### src/hw/rtl/cpct_pkg.sv
// ============================================================================
// Collider pair contact tracker package
// Shared constants, event codes and controller/datapath command types.
// ============================================================================
package cpct_pkg;

   localparam int POS_BITS  = 20;
   localparam int SIZE_BITS = 12;
   // A half size scaled by 100 is size*50, at most 204750, which needs 18 bits.
   localparam int HALF_BITS = 18;
   // Working width for coordinates and differences.
   localparam int WIDE_BITS = 23;
   localparam int SQ_BITS   = 48;
   localparam int HALF_SCALE = 50;

   localparam logic [1:0] EV_NONE  = 2'd0;
   localparam logic [1:0] EV_ENTER = 2'd1;
   localparam logic [1:0] EV_STAY  = 2'd2;
   localparam logic [1:0] EV_EXIT  = 2'd3;

   typedef struct packed {
      logic load;
      logic decide;
      logic clear;
   } cmd_type;

   typedef struct packed {
      logic clear_done;
   } stat_type;

endpackage

### src/hw/rtl/cpct_ctrl.sv
// ============================================================================
// Contact tracker controller
// Clears the pair table after reset, then sequences load and decide cycles.
// ============================================================================
module cpct_ctrl (
   input  logic                clock,
   input  logic                reset,
   input  logic                req_valid,
   output logic                req_ready,
   output logic                rsp_valid,
   input  logic                rsp_ready,
   input  cpct_pkg::stat_type  stat,
   output cpct_pkg::cmd_type   cmd
);

   localparam logic [1:0] ST_CLEAR  = 2'd0;
   localparam logic [1:0] ST_IDLE   = 2'd1;
   localparam logic [1:0] ST_DECIDE = 2'd2;
   localparam logic [1:0] ST_OUT    = 2'd3;

   logic [1:0] state_ff, state_in;

   always_comb begin
      state_in   = state_ff;
      cmd        = '0;
      req_ready  = 1'b0;
      rsp_valid  = 1'b0;
      case (state_ff)
         ST_CLEAR: begin
            cmd.clear = 1'b1;
            if (stat.clear_done) state_in = ST_IDLE;
         end
         ST_IDLE: begin
            req_ready = 1'b1;
            if (req_valid) begin
               cmd.load = 1'b1;
               state_in = ST_DECIDE;
            end
         end
         ST_DECIDE: begin
            cmd.decide = 1'b1;
            state_in   = ST_OUT;
         end
         ST_OUT: begin
            rsp_valid = 1'b1;
            req_ready = rsp_ready;
            if (rsp_ready) begin
               if (req_valid) begin
                  cmd.load = 1'b1;
                  state_in = ST_DECIDE;
               end else begin
                  state_in = ST_IDLE;
               end
            end
         end
         default: state_in = ST_IDLE;
      endcase
   end

   always_ff @(posedge clock) begin
      if (reset) state_ff <= ST_CLEAR;
      else state_ff <= state_in;
   end

endmodule

### config.mk
export PLATFORM = sky130hd
export DESIGN_NAME = cpct_ctrl
export DESIGN_NICKNAME = d
export VERILOG_FILES = /design/src/hw/rtl/cpct_pkg.sv /design/src/hw/rtl/cpct_ctrl.sv
export SDC_FILE = /design/constraint.sdc
export NUM_CORES = 1
export LEC_CHECK = 0
export BUFFER_PORTS_ARGS = -buffer_cell sky130_fd_sc_hd__buf_4
export CORE_AREA = 8 8 45 47
export CTS_BUF_LIST = sky130_fd_sc_hd__clkbuf_4
export CTS_CLUSTER_DIAMETER = 40
export CTS_CLUSTER_SIZE = 25
export DETAILED_ROUTE_END_ITERATION = 8
export DIE_AREA = 0 0 53 55
export GPL_TIMING_DRIVEN = 0
export SKIP_CTS_REPAIR_TIMING = 1
export SYNTH_ARGS = -nofsm -noshare
export SYNTH_HDL_FRONTEND = slang
export SYNTH_SLANG_ARGS = --single-unit
### constraint.sdc
create_clock -name clock -period 0.89 [get_ports clock]
set_input_delay 0 -clock clock [delete_from_list [all_inputs] [get_ports clock]]
set_output_delay 0 -clock clock [all_outputs]
set_load 0.02 [all_outputs]
# ---- Word-level counts from Yosys, hierarchy flattened
# Cells that the tools add are included.
dict set report word_totals {
  regBits 2
  output_inout_bits 5
}
dict set report op_classes {
  n_eq_ne 6
  n_mux 12
  n_reduce_logical 2
}
# operator count
set ops {}
lappend ops {{2-bit two-way mux} 4}
lappend ops {{2-bit case mux with 4 select lines} 1}
lappend ops {{2-bit != test (second input constant)} 3}
lappend ops {{1-bit two-way mux} 5}
lappend ops {{2-bit == test (second input constant)} 2}
lappend ops {{1-bit case mux with 2 select lines} 2}
lappend ops {{3-bit AND reduction} 1}
lappend ops {{2-bit by 1-bit == test with 1-bit output (second input constant)} 1}
lappend ops {{2-bit logical NOT} 1}

# ---- Longest topological paths before layout
dict set report logic_depth {
  word_depth 3
  mapped_depth 2
}

# ---- Worst setup path after synthesis
# No wires, ideal clock.
dict set report synth_path {
  kind {register to output}
  start {register state_ff[0]}
  end {output port cmd[2] (netlist name)}
  arrival_ns 0.790
  setup_slack_ns 0.100
  stages_incl_launch_ff 3
  n_path_buf 0
  cell_sequence {dfxtp_1 -> nand2_1 -> nor2b_1}
}
# element line
set synth_lines {}
lappend synth_lines {{start, declared} cpct_ctrl.sv:21} ;# logic [1:0] state_ff, state_in;
lappend synth_lines {{start signal, assigned} cpct_ctrl.sv:62} ;# else state_ff <= state_in;
lappend synth_lines {{end, declared} cpct_ctrl.sv:13} ;# output cpct_pkg::cmd_type cmd

==> summary.md <==
| Metric | Value |
|---|---|
| Clock-pin slew on the worst setup and hold paths | about 0.03 ns |
| Width of the chip | 53 µm |
| Final Hold Fails | 0 |
| TritonCTS clock tree | done |
| Area grow syn2layout | 140% |
| CTS Buffer Depth | 2 |
| Flop2flop setup slack | 0.11 ns |
| Net count, final | 34 |
| Total power | 426 µW |
| Io pins | 10 |
| Worst Skew | about 0.0023 ns |
| Worst min path class | in -> reg |
| FP Rows | 14 |
| R2R Path End | state_ff[0] |
| Most frequent cells in the layout | 6 x buf_4, 3 x clkbuf_4, 3 x buf_6 |
| Yosys Warn Count | 0 |
| Initial antenna violation count | 0 |
| Post-Syn Instances | 13 |
| Arr. time, crit path | 0.93 ns |
| Worst r2r path cells | 2 |
| Max VDD drop | 0.216 mV |
| Leak | between 0.0001 and 0.00015 µW |
| DR pass1 iterations | 1 |
| # fillers | 161 |
| Failing checks | negative setup slack |
| RD Place Congestion | around 0.72 |
| Worst Path Required | 0.89 ns |
| Final min period | 0.932 ns |
| CTS Root Cell | clkbuf_4 |
| Slew HR | 86.0% |
| CP max stage cell | dfxtp_4 |
| Register area share after synthesis | between 30% and 40% |
| Initial core utilization | ~8.1% |
| Total gr overflow | 0 |
| H-Tree Depth | 1 |
| Core Box Area | approximately 1400 µm² |
| Status | finished, violations left |
| Initial drt markers | 0 |
| Largest net degree at the start of global routing | 9 |
| Worst setup path start | state_ff[0] |
| Max incr delay on CP | about 0.36 ns |
| Distinct cells, synth | 11 |
| Pre-CTS setup slack | between 0.03 and 0.04 ns |
| Hold Path Depth | 3 |
| Most common cell after layout, fill and taps aside | buf_4 |
| Gr usage total | 2.89% |
| Die Ht | approximately 55 µm |
| Top achievable clock speed | around 1100 MHz |
| Area of the multi-input gates | roughly 80 µm² |
| DR WL/cell | 8.60 µm |
| Setup CP Type | reg -> out |
| Final WL | about 370 µm |
| Layout cells sized above 1 | 70.4% |
| First-pass GRT wire length | 510 µm |
| N_diodes | 0 |
| Die Area | 2920 µm² |
| Kind of end point of the critical path | output port |
| Setup-failing EPs final | 4 |
| ANT nets after route | 0 |
| Min-Delay Startpoint | req_valid |
| Final Worst Setup Slack | -0.0424 ns |
| Post-Syn Nets | 18 |
| Max cap viols | 0 |
| CP Max Fanout | 8 |
| RSZ-0062 raised after global routing | yes |
| Biggest regs | state_ff x2 |
| Cells along the critical path | and2b_2 -> buf_6 |
| Critical Path Start Type | register |
| Post-Syn Area | 113 µm² |
| Mapped Avg Cell Area | ~8.7 µm² |
| Hold EP | state_ff[1] |
| Reg-to-reg startpoint | state_ff[1] |
| Sequential standard cell area | 47.5 µm² |
| Power per Cell Area | 1580 nW/µm² |
| Via/cell ratio | ~3.3 |
| Vias in the first global route | 149 |
| Worst skew pair latency | 0.23 ns |
| Slew Limit Fails | 0 |
| Fin crit share | 105% |
| Max reg flops | 2 |
| Clk sinks | 2 |
| Yosys reg bits | 2 |
| Routed vias | 144 |
| Largest Register | state_ff |
| CTS Buf Count | 3 |
| IO Port Bufs | 9 |
| Remaining DRCs | 0 |
| Pin slew with the least headroom to its limit | 0.209 ns |
[worst max-delay path: cells and delay by family (launching register included)]
family | cells | cell delay, ns
flops | 1 | 0.36
simple gates | 1 | 0.22
buf+inv | 1 | 0.13
[cell families (layout without fill, tap and decap cells)]
logic type             Yosys count  count (layout)  synth area share (%)
AO/OA/AOI/OAI                    3               3                  21.1
buffers and inverters            0              14                     0
flip-flops                       2               2                  35.6
AND/OR/NAND/NOR                  8               8                  43.3
[per-layer routing]
metal / vias up / global-route usage [%] / routed length (µm)
li1: 75 / - / -
met1: 59 / 1.06 / 104
met2: 8 / 4.10 / 176
met3: 2 / 2.67 / 69
met4: 0 / 6.47 / 19
met5: - / 0 / 0
[report_power, final]
part / switching, µW / leakage (µW) / internal, µW
Combinational: 45.4 / 0.0000899 / 66.1
Sequential: 12.7 / 0.0000178 / 97.8
Clock: 54.8 / 0.0000138 / 149
[worst max path at each step]
stage	endpoint	slack, ns	cells after the start
final	cmd[1]	-0.04	2
after CTS	req_ready	-0.18	3
after detailed placement	state_ff[0]	0.03	2
after global placement	state_ff[0]	0.05	2
after floorplan	cmd[2]	0.1	2
after global routing	cmd[2]	-0.09	3
[layout make-up]
| cell class | count | share of cell area [%] |
|---|---|---|
| clock buffers | 3 | 8.33 |
| repair buffers | 11 | 36.6 |
| flip-flops and latches | 2 | 17.6 |
| multi-input cells | 11 | 30.1 |
| well taps | 16 | 7.41 |
[synth_stat cells]
library cell  instances  area share, %
a21bo_2               1            8.9
a21oi_1               1            4.4
a311oi_1              1            7.8
and2_2                2             13
and2b_2               1            7.8
dfxtp_1               2             36
nand2_1               1            3.3
nand2b_1              1            5.6
nor2_1                1            3.3
nor2b_1               1            5.6
nor3_1                1            4.4
[metrics by stage]
stage	instances	utilization [%]	TNS (ns)	hold WS (ns)	area, µm²
2_1_floorplan	13	-	0	0.0691	113
3_3_place_gp	38	14.5	0	0.174	200
5_1_grt	43	19.5	-0.248	0.0521	270
3_5_place_dp	38	14.5	0	0.173	200
4_1_cts	41	16.1	-0.552	-0.0664	223
6_report	43	19.5	-0.120	0.0572	270
Power figures use the tool's default switching activity.
